$ cat src/rtl/sld_pkg.sv
// shared types and constants for the sync/length packet deframer
// no dependencies; imported by the top level, sld_rx and sld_rd (not by sld_ram)
`default_nettype none

package sld_pkg;

  localparam int unsigned BufferDepth = 64;
  localparam int unsigned AddrW       = $clog2(BufferDepth);
  localparam int unsigned CntW        = $clog2(BufferDepth + 1);

  localparam logic [7:0]      SyncByte      = 8'hFF;
  localparam logic [CntW-1:0] LimitReset    = CntW'(BufferDepth);
  localparam logic [0:0]      RegBufferLimit = 1'b0;

  typedef enum logic [2:0] {
    PH_HUNT    = 3'd0,
    PH_LEN     = 3'd1,
    PH_LEN_CPY = 3'd2,
    PH_PAYLOAD = 3'd3,
    PH_CHECK   = 3'd4
  } sld_phase_e;

  typedef enum logic [1:0] {
    RD_IDLE   = 2'd0,
    RD_STREAM = 2'd1,
    RD_SINGLE = 2'd2
  } sld_rd_state_e;

  // end of frame notice from the receive side to the readout side
  typedef struct packed {
    logic            valid;
    logic            ok;
    logic [CntW-1:0] len;
  } sld_frame_t;

  typedef struct packed {
    logic             we;
    logic [AddrW-1:0] addr;
    logic [7:0]       data;
  } sld_wr_t;

endpackage

`default_nettype wire

$ cat src/rtl/sync_length_packet_deframer.sv
// output: the single word of a failed or empty packet is valid the cycle after the last
// check byte is accepted, the first word of a payload run once the ram read is registered
// throughput: one received byte per cycle; the run then drains at one word per cycle
// while the output is ready (payload RAM read port); input is stalled until it is delivered
// reset: rst_ni asynchronously clears control state and sets buffer_limit to 64;
// the payload RAM is not cleared, entries are only read after a frame writes them
`default_nettype none

module sync_length_packet_deframer
  import sld_pkg::*;
(
  input  wire logic        clk_i,
  input  wire logic        rst_ni,
  // apb configuration port
  input  wire logic        psel,
  input  wire logic        penable,
  input  wire logic        pwrite,
  input  wire logic [2:0]  paddr,
  input  wire logic [31:0] pwdata,
  output logic      [31:0] prdata,
  output logic             pready,
  // received bytes
  input  wire logic        s_axis_tvalid,
  output logic             s_axis_tready,
  input  wire logic [7:0]  s_axis_tdata,   // [7:0] rx_byte
  // results
  output logic             m_axis_tvalid,
  input  wire logic        m_axis_tready,
  output logic [23:0]      m_axis_tdata,   // [7:0] payload_byte, [13:8] byte_index,
                                           // [20:14] packet_length, [23:21] zero
  output logic [1:0]       m_axis_tuser,   // [0] has_byte, [1] checksum_ok
  output logic             m_axis_tlast    // last_of_run
);

  logic [CntW-1:0] limit_q;
  logic            cfg_wr;
  logic            accept;
  logic            busy;
  sld_wr_t         wr;
  sld_frame_t      frame;
  logic            re;
  logic [AddrW-1:0] raddr;
  logic [7:0]      rdata;
  logic [7:0]      payload_byte;
  logic [AddrW-1:0] byte_index;
  logic            has_byte;
  logic            checksum_ok;
  logic [CntW-1:0] packet_length;

  assign pready = 1'b1;
  assign cfg_wr = psel && penable && pwrite && (paddr[2:2] == RegBufferLimit);
  assign prdata = (paddr[2:2] == RegBufferLimit) ? 32'(limit_q) : 32'd0;

  always_ff @(posedge clk_i or negedge rst_ni) begin
    if (!rst_ni) begin
      limit_q <= LimitReset;
    end else if (cfg_wr) begin
      limit_q <= pwdata[CntW-1:0];
    end
  end

  assign s_axis_tready = !busy;
  assign accept        = s_axis_tvalid && !busy;

  sld_rx u_rx (
    .clk_i     (clk_i),
    .rst_ni    (rst_ni),
    .accept_i  (accept),
    .rx_byte_i (s_axis_tdata),
    .limit_i   (limit_q),
    .wr_o      (wr),
    .frame_o   (frame)
  );

  sld_ram #(
    .Width (8),
    .Depth (BufferDepth)
  ) u_store (
    .clk_i   (clk_i),
    .we_i    (wr.we),
    .waddr_i (wr.addr),
    .wdata_i (wr.data),
    .re_i    (re),
    .raddr_i (raddr),
    .rdata_o (rdata)
  );

  sld_rd u_rd (
    .clk_i           (clk_i),
    .rst_ni          (rst_ni),
    .frame_i         (frame),
    .busy_o          (busy),
    .re_o            (re),
    .raddr_o         (raddr),
    .rdata_i         (rdata),
    .out_valid_o     (m_axis_tvalid),
    .out_ready_i     (m_axis_tready),
    .payload_byte_o  (payload_byte),
    .byte_index_o    (byte_index),
    .has_byte_o      (has_byte),
    .checksum_ok_o   (checksum_ok),
    .packet_length_o (packet_length),
    .last_o          (m_axis_tlast)
  );

  assign m_axis_tdata = {3'b000, packet_length, byte_index, payload_byte};
  assign m_axis_tuser = {checksum_ok, has_byte};

endmodule

`default_nettype wire

$ cat src/rtl/sld_ram.sv
// generic single-port-write, single-port-read RAM with registered read data
// no dependencies
`default_nettype none

module sld_ram #(
  parameter int unsigned Width = 8,
  parameter int unsigned Depth = 64
) (
  input  wire logic                     clk_i,
  input  wire logic                     we_i,
  input  wire logic [$clog2(Depth)-1:0] waddr_i,
  input  wire logic [Width-1:0]         wdata_i,
  input  wire logic                     re_i,
  input  wire logic [$clog2(Depth)-1:0] raddr_i,
  output logic      [Width-1:0]         rdata_o
);

  logic [Width-1:0] mem_q [Depth];
  logic [Width-1:0] rdata_q;

  always_ff @(posedge clk_i) begin
    if (we_i) begin
      mem_q[waddr_i] <= wdata_i;
    end
    if (re_i) begin
      rdata_q <= mem_q[raddr_i];
    end
  end

  assign rdata_o = rdata_q;

endmodule

`default_nettype wire

$ cat src/rtl/sld_rx.sv
// receive side: frame parser, running sums and payload store write port
// depends on sld_pkg
`default_nettype none

module sld_rx
  import sld_pkg::*;
(
  input  wire logic            clk_i,
  input  wire logic            rst_ni,
  input  wire logic            accept_i,
  input  wire logic [7:0]      rx_byte_i,
  input  wire logic [CntW-1:0] limit_i,
  output sld_wr_t              wr_o,
  output sld_frame_t           frame_o
);

  sld_phase_e      phase_q, phase_d;
  logic [7:0]      remaining_q, remaining_d;
  logic [7:0]      sum_lo_q, sum_lo_d;
  logic [7:0]      sum_hi_q, sum_hi_d;
  logic [7:0]      rx_hi_q, rx_hi_d;
  logic            hi_pend_q, hi_pend_d;
  logic [CntW-1:0] wr_idx_q, wr_idx_d;

  logic [CntW-1:0] eff_limit;
  logic [CntW-1:0] wr_idx_inc;
  logic [7:0]      rem_dec;
  logic [7:0]      sum_lo_new;

  always_comb begin
    if (limit_i == '0) begin
      eff_limit = CntW'(1);
    end else if (limit_i > CntW'(BufferDepth)) begin
      eff_limit = CntW'(BufferDepth);
    end else begin
      eff_limit = limit_i;
    end
  end

  assign wr_idx_inc = wr_idx_q + CntW'(1);
  assign rem_dec    = remaining_q - 8'd1;
  assign sum_lo_new = sum_lo_q + rx_byte_i;

  // next phase
  always_comb begin
    phase_d = phase_q;
    if (accept_i) begin
      case (phase_q)
        PH_HUNT: begin
          if (rx_byte_i == SyncByte) phase_d = PH_LEN;
        end
        PH_LEN: phase_d = PH_LEN_CPY;
        PH_LEN_CPY: begin
          if (rx_byte_i != remaining_q) begin
            phase_d = PH_HUNT;
          end else if (remaining_q == 8'd0) begin
            phase_d = PH_CHECK;
          end else begin
            phase_d = PH_PAYLOAD;
          end
        end
        PH_PAYLOAD: begin
          if (rem_dec == 8'd0) begin
            phase_d = PH_CHECK;
          end else if (wr_idx_inc >= eff_limit) begin
            phase_d = PH_HUNT;
          end
        end
        PH_CHECK: begin
          if (!hi_pend_q) phase_d = PH_HUNT;
        end
        default: phase_d = PH_HUNT;
      endcase
    end
  end

  // datapath and outputs
  always_comb begin
    remaining_d   = remaining_q;
    sum_lo_d      = sum_lo_q;
    sum_hi_d      = sum_hi_q;
    rx_hi_d       = rx_hi_q;
    hi_pend_d     = hi_pend_q;
    wr_idx_d      = wr_idx_q;
    wr_o.we       = 1'b0;
    wr_o.addr     = wr_idx_q[AddrW-1:0];
    wr_o.data     = rx_byte_i;
    frame_o.valid = 1'b0;
    frame_o.ok    = (rx_hi_q == sum_hi_q) && (rx_byte_i == sum_lo_q);
    frame_o.len   = wr_idx_q;
    if (accept_i) begin
      case (phase_q)
        PH_HUNT: begin
          if (rx_byte_i == SyncByte) begin
            remaining_d = 8'd0;
            sum_lo_d    = 8'd0;
            sum_hi_d    = 8'd0;
            rx_hi_d     = 8'd0;
            hi_pend_d   = 1'b0;
            wr_idx_d    = '0;
          end
        end
        PH_LEN: remaining_d = rx_byte_i;
        PH_LEN_CPY: begin
          if (rx_byte_i == remaining_q && remaining_q == 8'd0) hi_pend_d = 1'b1;
        end
        PH_PAYLOAD: begin
          // write index never passes the depth: the frame ends or drops first
          wr_o.we     = 1'b1;
          wr_idx_d    = wr_idx_inc;
          sum_lo_d    = sum_lo_new;
          sum_hi_d    = sum_hi_q + sum_lo_new;
          remaining_d = rem_dec;
          if (rem_dec == 8'd0) hi_pend_d = 1'b1;
        end
        PH_CHECK: begin
          if (hi_pend_q) begin
            rx_hi_d   = rx_byte_i;
            hi_pend_d = 1'b0;
          end else begin
            frame_o.valid = 1'b1;
          end
        end
        default: ;
      endcase
    end
  end

  always_ff @(posedge clk_i or negedge rst_ni) begin
    if (!rst_ni) begin
      phase_q     <= PH_HUNT;
      remaining_q <= 8'd0;
      sum_lo_q    <= 8'd0;
      sum_hi_q    <= 8'd0;
      rx_hi_q     <= 8'd0;
      hi_pend_q   <= 1'b0;
      wr_idx_q    <= '0;
    end else begin
      phase_q     <= phase_d;
      remaining_q <= remaining_d;
      sum_lo_q    <= sum_lo_d;
      sum_hi_q    <= sum_hi_d;
      rx_hi_q     <= rx_hi_d;
      hi_pend_q   <= hi_pend_d;
      wr_idx_q    <= wr_idx_d;
    end
  end

endmodule

`default_nettype wire

$ cat src/rtl/sld_rd.sv
// readout sequencer: reads the payload store back one word per cycle while the output is ready
// depends on sld_pkg; drives the read port of the payload RAM
`default_nettype none

module sld_rd
  import sld_pkg::*;
(
  input  wire logic             clk_i,
  input  wire logic             rst_ni,
  input  wire sld_frame_t       frame_i,
  output logic                  busy_o,
  output logic                  re_o,
  output logic [AddrW-1:0]      raddr_o,
  input  wire logic [7:0]       rdata_i,
  output logic                  out_valid_o,
  input  wire logic             out_ready_i,
  output logic [7:0]            payload_byte_o,
  output logic [AddrW-1:0]      byte_index_o,
  output logic                  has_byte_o,
  output logic                  checksum_ok_o,
  output logic [CntW-1:0]       packet_length_o,
  output logic                  last_o
);

  sld_rd_state_e   state_q, state_d;
  logic [CntW-1:0] addr_q, addr_d;
  logic [CntW-1:0] len_q, len_d;
  logic            ok_q, ok_d;
  logic            has_q, has_d;
  logic            valid_q, valid_d;
  logic            last_q, last_d;
  logic [AddrW-1:0] idx_q, idx_d;

  logic out_free;
  logic more;
  logic fire;

  assign out_free = !valid_q || out_ready_i;
  assign more     = (addr_q != len_q);

  // next state
  always_comb begin
    state_d = state_q;
    case (state_q)
      RD_IDLE: begin
        if (frame_i.valid) begin
          state_d = (frame_i.ok && frame_i.len != '0) ? RD_STREAM : RD_SINGLE;
        end
      end
      RD_STREAM: begin
        if (!more && out_free) state_d = RD_IDLE;
      end
      RD_SINGLE: begin
        if (out_ready_i) state_d = RD_IDLE;
      end
      default: state_d = RD_IDLE;
    endcase
  end

  // outputs and datapath
  always_comb begin
    fire    = 1'b0;
    addr_d  = addr_q;
    len_d   = len_q;
    ok_d    = ok_q;
    has_d   = has_q;
    valid_d = valid_q;
    last_d  = last_q;
    idx_d   = idx_q;
    case (state_q)
      RD_IDLE: begin
        if (frame_i.valid) begin
          addr_d = '0;
          len_d  = frame_i.len;
          ok_d   = frame_i.ok;
          idx_d  = '0;
          if (frame_i.ok && frame_i.len != '0) begin
            has_d   = 1'b1;
            valid_d = 1'b0;
          end else begin
            // failure or empty packet: one word, no payload
            has_d   = 1'b0;
            valid_d = 1'b1;
            last_d  = 1'b1;
          end
        end
      end
      RD_STREAM: begin
        if (more && out_free) begin
          fire    = 1'b1;
          addr_d  = addr_q + CntW'(1);
          idx_d   = addr_q[AddrW-1:0];
          last_d  = (addr_q + CntW'(1)) == len_q;
          valid_d = 1'b1;
        end else if (out_ready_i) begin
          valid_d = 1'b0;
        end
      end
      RD_SINGLE: begin
        if (out_ready_i) valid_d = 1'b0;
      end
      default: valid_d = 1'b0;
    endcase
  end

  always_ff @(posedge clk_i or negedge rst_ni) begin
    if (!rst_ni) begin
      state_q <= RD_IDLE;
      valid_q <= 1'b0;
      addr_q  <= '0;
      len_q   <= '0;
    end else begin
      state_q <= state_d;
      valid_q <= valid_d;
      addr_q  <= addr_d;
      len_q   <= len_d;
    end
  end

  always_ff @(posedge clk_i) begin
    ok_q   <= ok_d;
    has_q  <= has_d;
    last_q <= last_d;
    idx_q  <= idx_d;
  end

  assign busy_o          = (state_q != RD_IDLE);
  assign re_o            = fire;
  assign raddr_o         = addr_q[AddrW-1:0];
  assign out_valid_o     = valid_q;
  // ram read data holds between fires, so it can feed the output directly
  assign payload_byte_o  = has_q ? rdata_i : 8'd0;
  assign byte_index_o    = idx_q;
  assign has_byte_o      = has_q;
  assign checksum_ok_o   = ok_q;
  assign packet_length_o = len_q;
  assign last_o          = last_q;

endmodule

`default_nettype wire
$ cat config.mk
export PLATFORM = sky130hd
export DESIGN_NAME = sync_length_packet_deframer
export DESIGN_NICKNAME = d
export VERILOG_FILES = /design/src/rtl/sld_pkg.sv /design/src/rtl/sync_length_packet_deframer.sv /design/src/rtl/sld_ram.sv /design/src/rtl/sld_rx.sv /design/src/rtl/sld_rd.sv
export SDC_FILE = /design/constraint.sdc
export NUM_CORES = 1
export LEC_CHECK = 0
export BUFFER_PORTS_ARGS = -buffer_cell sky130_fd_sc_hd__buf_2
export CAP_MARGIN = 20
export CELL_PAD_IN_SITES_DETAIL_PLACEMENT = 2
export CELL_PAD_IN_SITES_GLOBAL_PLACEMENT = 2
export CORE_ASPECT_RATIO = 1.2
export CORE_MARGIN = 2
export CORE_UTILIZATION = 25
export DETAILED_ROUTE_END_ITERATION = 16
export PLACE_DENSITY_LB_ADDON = 0.1
export SETUP_SLACK_MARGIN = 0.15
export SLEW_MARGIN = 25
export SYNTH_ARGS = -nofsm -noshare
export SYNTH_HDL_FRONTEND = slang
export SYNTH_SLANG_ARGS = --single-unit
export TNS_END_PERCENT = 100
$ cat constraint.sdc
create_clock -name clk_i -period 3.7 [get_ports clk_i]
set_input_delay 0 -clock clk_i [delete_from_list [all_inputs] [get_ports clk_i]]
set_output_delay 0 -clock clk_i [all_outputs]
set_load 0.02 [all_outputs]
# Yosys cells after proc, flatten, opt, wreduce, memory -nomap -nowiden

Memories as Yosys holds them, arrays and structs flattened. A register that Yosys moved wholly into a read port is not among the register bits.
Cells that the tools add are included.

Bits in registers: 76
Memory bits (writable): 512
Input port bits: 50
Output and inout port bits: 62
Word-level logic and storage cells: 136
Memories kept: 1

Add/subtract/negate cells: 5
Magnitude comparators: 2
Eq/ne operators: 24
Mux-type cells: 53
Bitwise logic cells: 1
Reductions and logical operators: 34

Memory list:

| name          | depth | bits a word | rd ports | clocked after memory_dff | wr ports | RTL line      | source |
|---|---|---|---|---|---|---|---|
| u_store.mem_q | 64    | 8           | 1        | 1                        | 1        | sld_ram.sv:18 | `logic [Width-1:0] mem_q [Depth];` |

Operators by type and width:

| cell                  | count |
|---|---|
| $pmux W8 S2           | 3 |
| $mux W7               | 6 |
| $pmux W7 S2           | 2 |
| $eq A8 B8 Y1          | 3 |
| $mux W8               | 3 |
| $pmux W8 S3           | 1 |
| $mux W1               | 20 |
| $mux W3               | 6 |
| $add A8 B8 Y8         | 2 |
| $logic_not A8 Y1      | 2 |
| $pmux W3 S5           | 1 |
| $add A7 B1 Y7 const B | 2 |
| $mux W6               | 2 |
| $ne A2 B1 Y1 const B  | 6 |
| $pmux W6 S2           | 1 |
| $reduce_and A3 Y1     | 4 |
| $reduce_and A4 Y1     | 3 |
| $logic_and A1 B1 Y1   | 9 |
| $eq A8 B8 Y1 const B  | 1 |
| $mux W2               | 4 |
| $ne A2 B2 Y1 const B  | 4 |
| $ne A8 B8 Y1          | 1 |
| $reduce_bool A2 Y1    | 4 |
| $sub A8 B1 Y8 const B | 1 |
| 25 further kinds      | 28 |

# Logic depth before layout (Yosys ltp)

Gate-level depths: netlist of run 1.

Depth in word-level cells: 7
Mapped depth: 16
Depth with buffers taken out: 16

# By module

A second synthesis of run 1 with hierarchy kept.

Cells, all modules: 1,480
Area, all modules: 25,476.9 µm²

Modules (own cells, without submodules):

| module                      | times used | cells an instance | area each (µm²) | seq. area each (µm²) |
|---|---|---|---|---|
| sld_ram                     | 1          | 940               | 20,246.9        | 15,615.0 |
| sld_rx                      | 1          | 345               | 3,159.3         | 1,076.0 |
| sld_rd                      | 1          | 138               | 1,480.2         | 695.7 |
| sync_length_packet_deframer | 1          | 57                | 590.6           | 176.4 |

# Worst setup path before layout of run 1

OpenSTA, ideal clock, no wires.

Path kind: register -> register
From: reg u_rx.sum_lo_q[0]
To: reg u_rx.sum_hi_q[7]
Library setup time: 0.128 ns
Data arrival time: 2.577 ns
Required time: 3.572 ns
Slack: 0.995 ns
Cell stages (with the launch flop): 16
Path buffers: 0
Clock period less this slack: 2.705 ns
Cell sequence: dfrtp_1 ha_1 inv_1 fa_1 nor2b_1 o21ai_0 a21boi_0 o21a_1 nor2_1 xnor2_1 ha_1 or3_1 o211ai_1 xnor2_1 a21oi_1 o22ai_1

Longest elaborated chain between the ends: 3

Ends and longest elaborated chain:

| what                   | RTL line      | source |
|---|---|---|
| from (decl)            | sld_rx.sv:19  | `logic [7:0] sum_lo_q, sum_lo_d;` |
| from (signal assigned) | sld_rx.sv:141 | `sum_lo_q <= sum_lo_d;` |
| $add A8 B8 Y8          | sld_rx.sv:42  | `assign sum_lo_new = sum_lo_q + rx_byte_i;` |
| $add A8 B8 Y8          | sld_rx.sv:112 | `sum_hi_d = sum_hi_q + sum_lo_new;` |
| $pmux W8 S2            | sld_rx.sv:92  | `case (phase_q)` |
| to (signal assigned)   | sld_rx.sv:142 | `sum_hi_q <= sum_hi_d;` |
| to (decl)              | sld_rx.sv:20  | `logic [7:0] sum_hi_q, sum_hi_d;` |

Every way passes these cells.
A chain may end at the register's enable or synchronous reset.

# Final worst setup path of run 1

Same ends and word-level chain as after synthesis.

==> results of run 1 <==
==> through the flow <==
stage | area [um^2] | utilization
global placement | 27100 | 0.275
finish | 29500 | 0.299
detailed placement | 27100 | 0.275
floorplan | 25000 | -
global route | 29500 | 0.299
CTS | 29500 | 0.299
==> layout make-up <==
cell class                 count  area [um^2]  area share
sequential                   596        17600       0.596
tap                         1280         1600      0.0543
multi-input combinational    658         6760       0.229
inverter                      18         67.6     0.00229
timing repair buffer         169         1280      0.0435
antenna                        2         5.00    0.000170
clock buffer                  86         1850      0.0629
clock inverter                38          337      0.0114
==> power groups by stage <==
stage,sequential [uW],clock [uW],combinational (uW)
after floorplan,7770,0,1340
after global placement,7900,0,1850
after detailed placement,7910,0,1910
after CTS,7770,6990,1940
after global routing,7800,7200,2160
final,7760,6720,1890
==> synth_stat cells (all sizes together), types with 3 or more instances <==
master	n
a22oi	3
a22o	12
nand2	58
nor2	97
clkbuf	45
xnor2	20
mux4	168
dfrtp	66
and2	16
a21oi	25
nand3b	3
nor2b	11
edfxtp	529
ha	26
nand4	5
buf	55
or2	3
mux2	17
a21o	4
a21boi	3
xor2	25
nand2b	12
nor3b	5
or3	8
nor3	14
nand3	17
inv	18
nor4	7
o211ai	4
o21ai	41
==> cell families after synthesis <==
kind of cell               after synthesis
muxes                                  187
adders and majority gates               28
and+or+nand+nor                        261
AOI/OAI and AO/OA                      108
DFF                                    596
xor gates and xnor gates                45
buffers and inverters                  118
other                                    2
==> worst max-delay path, stage by stage (launching register included) <==
cell and delay (ps):
dfrtp_1 350, ha_1 170, inv_1 50, fa_1 410
nor2b_1 120, o21ai_0 100, a21boi_0 300, o21a_1 150
nor2_1 40, xnor2_1 150, ha_1 230, or3_1 390
o211ai_1 120, xnor2_1 180, a21oi_1 100, o22ai_1 150
==> sequential cells by signal, indices dropped and copies added, names as in the netlist, 2 cells and up <==
register	count
u_store.rdata_o	8
u_rx.sum_lo_q	8
u_store.mem_q	512
u_rx.phase_q	3
u_rd.addr_q	7
u_rx.wr_idx_q	7
limit_q	7
u_rx.sum_hi_q	8
u_rx.rx_hi_q	8
u_rd.packet_length_o	7
u_rx.remaining_q	8
u_rd.state_q	2
u_rd.byte_index_o	6
==> repair_timing <==
item,4_1_cts,5_1_grt
setup endpoints to repair,0,0
hold buffers,20,0
hold endpoints to repair,127,0
==> routing by layer <==
| metal | up-vias | track usage | routed length [um] |
|---|---|---|---|
| met2 | 205 | 0.257 | 37600 |
| met4 | 0 | 0.0440 | 1480 |
| met3 | 88 | 0.0185 | 2110 |
| met1 | 6956 | 0.196 | 33400 |
| met5 | - | 0 | 0 |
| li1 | 5628 | - | - |
==> path summary, 6_finish.rpt <==
path,startpoint,end,cells after the start
worst min register to register,u_rx.rx_hi_q[3],u_rx.rx_hi_q[3],2
min in group asynchronous,rst_ni,limit_q[6],3
worst max register to register,u_rx.sum_lo_q[0],u_rx.sum_hi_q[7],15
worst max-delay path,u_rx.sum_lo_q[0],u_rx.sum_hi_q[7],15
worst min-delay path,s_axis_tdata[2],u_rx.rx_hi_q[2],4
max in group asynchronous,rst_ni,u_rx.remaining_q[0],4
==> qor.csv, run 1 <==
metric,value,unit
top-area cell type share of the netlist area,0.639,
vias after detailed routing,12900,
worst-margin pin slew,987,ps
mean post-synth cell area,18.5,um^2
vias in the first global route,14500,
CTS tree,done,
fin nets,1590,
clock share of power,0.410,
final setup TNS,0,ps
Psw,4190,uW
MaxCap Viol Count,0,
Synth Register Bits,596,
status,completed,
dpl ws,588,ps
min cycle time layout,3100,ps
fin crit share,0.837,
kind of critical path,reg -> reg,
Crit path required time,4240,ps
antenna violations before repair,2,
main combinational cell family by area after synthesis,multiplexers,
crit end category,flop,
clock-pin transition on the worst setup and hold timing paths,60,ps
DRC Markers,0,
Synth Area in Compound Gates,0.0268,
Final setup viols,0,
Synth Flop Type,edfxtp_1,
most frequent cells in the layout,"edfxtp_1, mux4_2, nor2_1",
Total GRT Usage,0.149,
Layout Skew,19.6,ps
Pwr Density,555,nW/um^2
post-synthesis mux area share,0.161,
crit-path max FO,3,
Core Region,98500,um^2
Leak,0.00959,uW
f_max,323,MHz
asr flop ratio synth,0.112,
antenna-violating nets left,0,
post-synthesis xor/xnor area fraction,0.0159,
"EDFF count, synth",529,
global route total overflow,0,
gp weighted congestion,0.715,
Starting DRT DRC Count,623,
Slew Limit Headroom,0.342,
Synth Area in Adders,0.0147,
simple-gate portion of the synthesized area,0.0494,
area grow syn2layout,18.6,%
Max clock buf depth,3,
"commonest non-fill, non-tap cell in the layout",edfxtp_1,
sequential share of power,0.474,
largest net degree at the start of global routing,69,
drt wl/cell,26.2,um
H-tree Lvls,3,
# resized after CTS,0,
number of port buffers,55,
unrepaired setup endpoints after global routing,false,
YS warnings,0,
first-pass GRT wire length,108,mm
Internal Power,12200,uW
Num CTS Buffers,69,
Netlist cell types,58,
row count,126,
clk sinks,596,
endpoints failing hold,0,
Overall Power,16400,uW
post-route setup slack,605,ps
"Clk Latency, worst-skew pair",620,ps
combinational group share of total power,0.115,
DR vias/cell,4.52,
"area leader, netlist",edfxtp_1,
io pins,112,
"Cell Area, Synth",24900,um^2
worst ir drop on vdd,0.332,mV
Final Non-Filler Cells,2847,
final WL,74.5,mm
Post-CTS Setup Inserts,0,
Pre-antenna DRT Iters,4,
Area contributors post-synth,"edfxtp_1, mux4_2, dfrtp_1, nor2_1, ha_1",
switching share of total power,0.256,
Clock Tree Root,clkbuf_16,
die area,102000,um^2
R2R Setup Slk,600,ps
Fill cells,9923,
Die W,292,um
critical path data arrival time,3630,ps
Initial Util,0.252,
"Seq/Total Area, Yosys",0.707,
Critical Path Source Type,flop,
Placed Cells,2701,
layout cell share with drive strength beyond 1,0.282,
Die H,349,um
WHS,18.0,ps
hold crit path type,in -> reg,
post-synthesis cell count,1345,
max-slew violation count,0,
Final HPWL DP,47.8,mm
(Power assumes the default switching activity.)
==> run 2, diff against run 1 <==
==> constraint.sdc (replaced) <==
create_clock -name clk_i -period 2.6 [get_ports clk_i]
set_input_delay 0 -clock clk_i [delete_from_list [all_inputs] [get_ports clk_i]]
set_output_delay 0 -clock clk_i [all_outputs]
set_load 0.02 [all_outputs]
==> qor.csv, run 2 (same netlist as run 1, synthesis figures left out) <==
metric,value,unit,change
status,finished with violations,,
failing checks,setup timing,,
crit end category,flop,,
worst-margin pin slew,894,ps,-92.7 ps
Placed Cells,2798,,+3.6%
first-pass GRT wire length,112,mm,+4.3%
FF-to-FF Start,u_rd.addr_q[0],,
R2R Setup Slk,-220,ps,-820 ps
drt wl/cell,26.0,um,-0.55%
die area,102000,um^2,unchanged
most frequent cells in the layout,"edfxtp_1, buf_4, mux4_2",,
Critical Path Source Type,flop,,
CTS tree,done,,
max-slew violation count,0,,unchanged
Final setup viols,10,,+10
fin util,0.319,,+0.0193
io pins,112,,unchanged
kind of critical path,reg -> reg,,
clk sinks,596,,unchanged
Pwr Density,785,nW/um^2,+41%
final WL,77.4,mm,+3.9%
Initial Util,0.252,,unchanged
area grow syn2layout,26.3,%,
layout cell share with drive strength beyond 1,0.376,,+0.0942
gp weighted congestion,0.736,,+3.1%
largest net degree at the start of global routing,69,,unchanged
"Clk Latency, worst-skew pair",610,ps,about the same
dpl cell area,28000,um^2,+3.4%
crit-path max FO,8,,+5
Total GRT Usage,0.154,,+0.00485
H-tree Lvls,3,,unchanged
Clock Tree Root,clkbuf_16,,
vias in the first global route,15000,,+3.9%
endpoints failing hold,0,,unchanged
min cycle time layout,2820,ps,-279 ps
fin nets,1725,,+8.5%
Final Non-Filler Cells,2975,,+4.5%
Layout Skew,14.4,ps,-5.19 ps
Core Region,98500,um^2,unchanged
unrepaired setup endpoints after global routing,true,,
global route total overflow,0,,unchanged
Max clock buf depth,3,,unchanged
antenna-violating nets left,0,,unchanged
clock-pin transition on the worst setup and hold timing paths,60,ps,about the same
WHS Endpoint,limit_q[0],,
fin crit share,1.08,,+0.246
Crit path required time,2950,ps,-1290 ps
fin area,31400,um^2,+6.5%
Overall Power,24600,uW,+51%
FF-to-FF End,u_store.rdata_o[4],,
Pre-antenna DRT Iters,4,,unchanged
hold crit path type,in -> reg,,
antenna violations before repair,7,,+5
Final HPWL DP,50.6,mm,+5.7%
DR vias/cell,4.52,,-0.12%
critical path data arrival time,3160,ps,-470 ps
Num CTS Buffers,69,,unchanged
post-route setup slack,-216,ps,-821 ps
Leak,0.0105,uW,+9.2%
row count,126,,unchanged
Hold Crit Depth,3,,-1
worst ir drop on vdd,0.483,mV,+45%
"commonest non-fill, non-tap cell in the layout",edfxtp_1,,
vias after detailed routing,13400,,+4.4%
f_max,355,MHz,+9.9%
Largest register FFs,512,,unchanged
Fill cells,9852,,-0.72%
MaxCap Viol Count,0,,unchanged
Die W,292,um,unchanged
final setup TNS,-1580,ps,-1580 ps
Slew Limit Headroom,0.404,,+0.0618
Die H,349,um,unchanged
most flop-heavy register,u_store.mem_q,,
Starting DRT DRC Count,772,,+24%
Worst R2R Path Depth,6,,-9
DRC Markers,0,,unchanged
number of port buffers,55,,unchanged
Hold Crit Start,pwrite,,
-- run 2: final cells by class --
cell class	instances	area, um^2	area share
diodes	1	2.50	0.0000797
clock buffers	91	1890	0.0603
clock inverters	27	259	0.00825
inverters	18	67.6	0.00215
multi-input cells	658	7210	0.230
flip-flops and latches	596	17600	0.560
well taps	1280	1600	0.0510
repair buffers	304	2770	0.0883
-- run 2: routing by layer --
layer	part of all wire	global-route usage	wire length [um]	up-vias
li1	-	-	-	5898
met1	0.43	0.199	33600	7235
met2	0.51	0.265	39300	221
met3	0.037	0.0264	2880	82
met4	0.021	0.0421	1640	4
met5	0.00030	0	23	-
-- run 2: timing repair --
action | CTS | global route
hold endpoints to repair | 92 | 2
gates resized for setup | 50 | 59
setup buffers | 22 | 14
hold buffers | 14 | 1
pin swaps | 20 | 33
cloned | 5 | 2
setup endpoints to repair | 55 | 143
-- run 2: stage by stage --
step	hold slack [ps]	worst slack [ps]
6_report	38.1	-216
5_1_grt	60.8	-373
4_1_cts	5.36	-208
3_5_place_dp	48.1	-375
3_3_place_gp	41.0	-354
2_1_floorplan	-296	49.4
-- run 2: worst max-delay path by stage --
stage	startpoint	to	slack [ps]	cells after the start
finish	u_rd.addr_q[0]	u_store.rdata_o[4]	-220	6
global route	u_rx.sum_lo_q[0]	u_rx.sum_hi_q[7]	-370	15
CTS	u_rx.sum_lo_q[0]	u_rx.sum_hi_q[7]	-210	15
detailed placement	u_rx.sum_lo_q[4]	u_rd.out_valid_o	-370	10
global placement	u_rx.sum_lo_q[4]	u_rd.out_valid_o	-350	10
floorplan	u_rx.sum_lo_q[0]	u_rx.sum_hi_q[7]	50	15
-- run 2: worst max-delay path: stages, from the launching register on --
cell	delay, ps
dfrtp_4	420
buf_12	180
buf_12	120
buf_16	130
mux4_2	540
mux4_2	640
mux4_2	500
-- run 2: power by group --
group          internal [uW]  switching, uW  leakage [uW]
clock network           5520           3940       0.00104
registers              10700            310       0.00561
logic                   2080           2100       0.00381
total                  18300           6340        0.0105
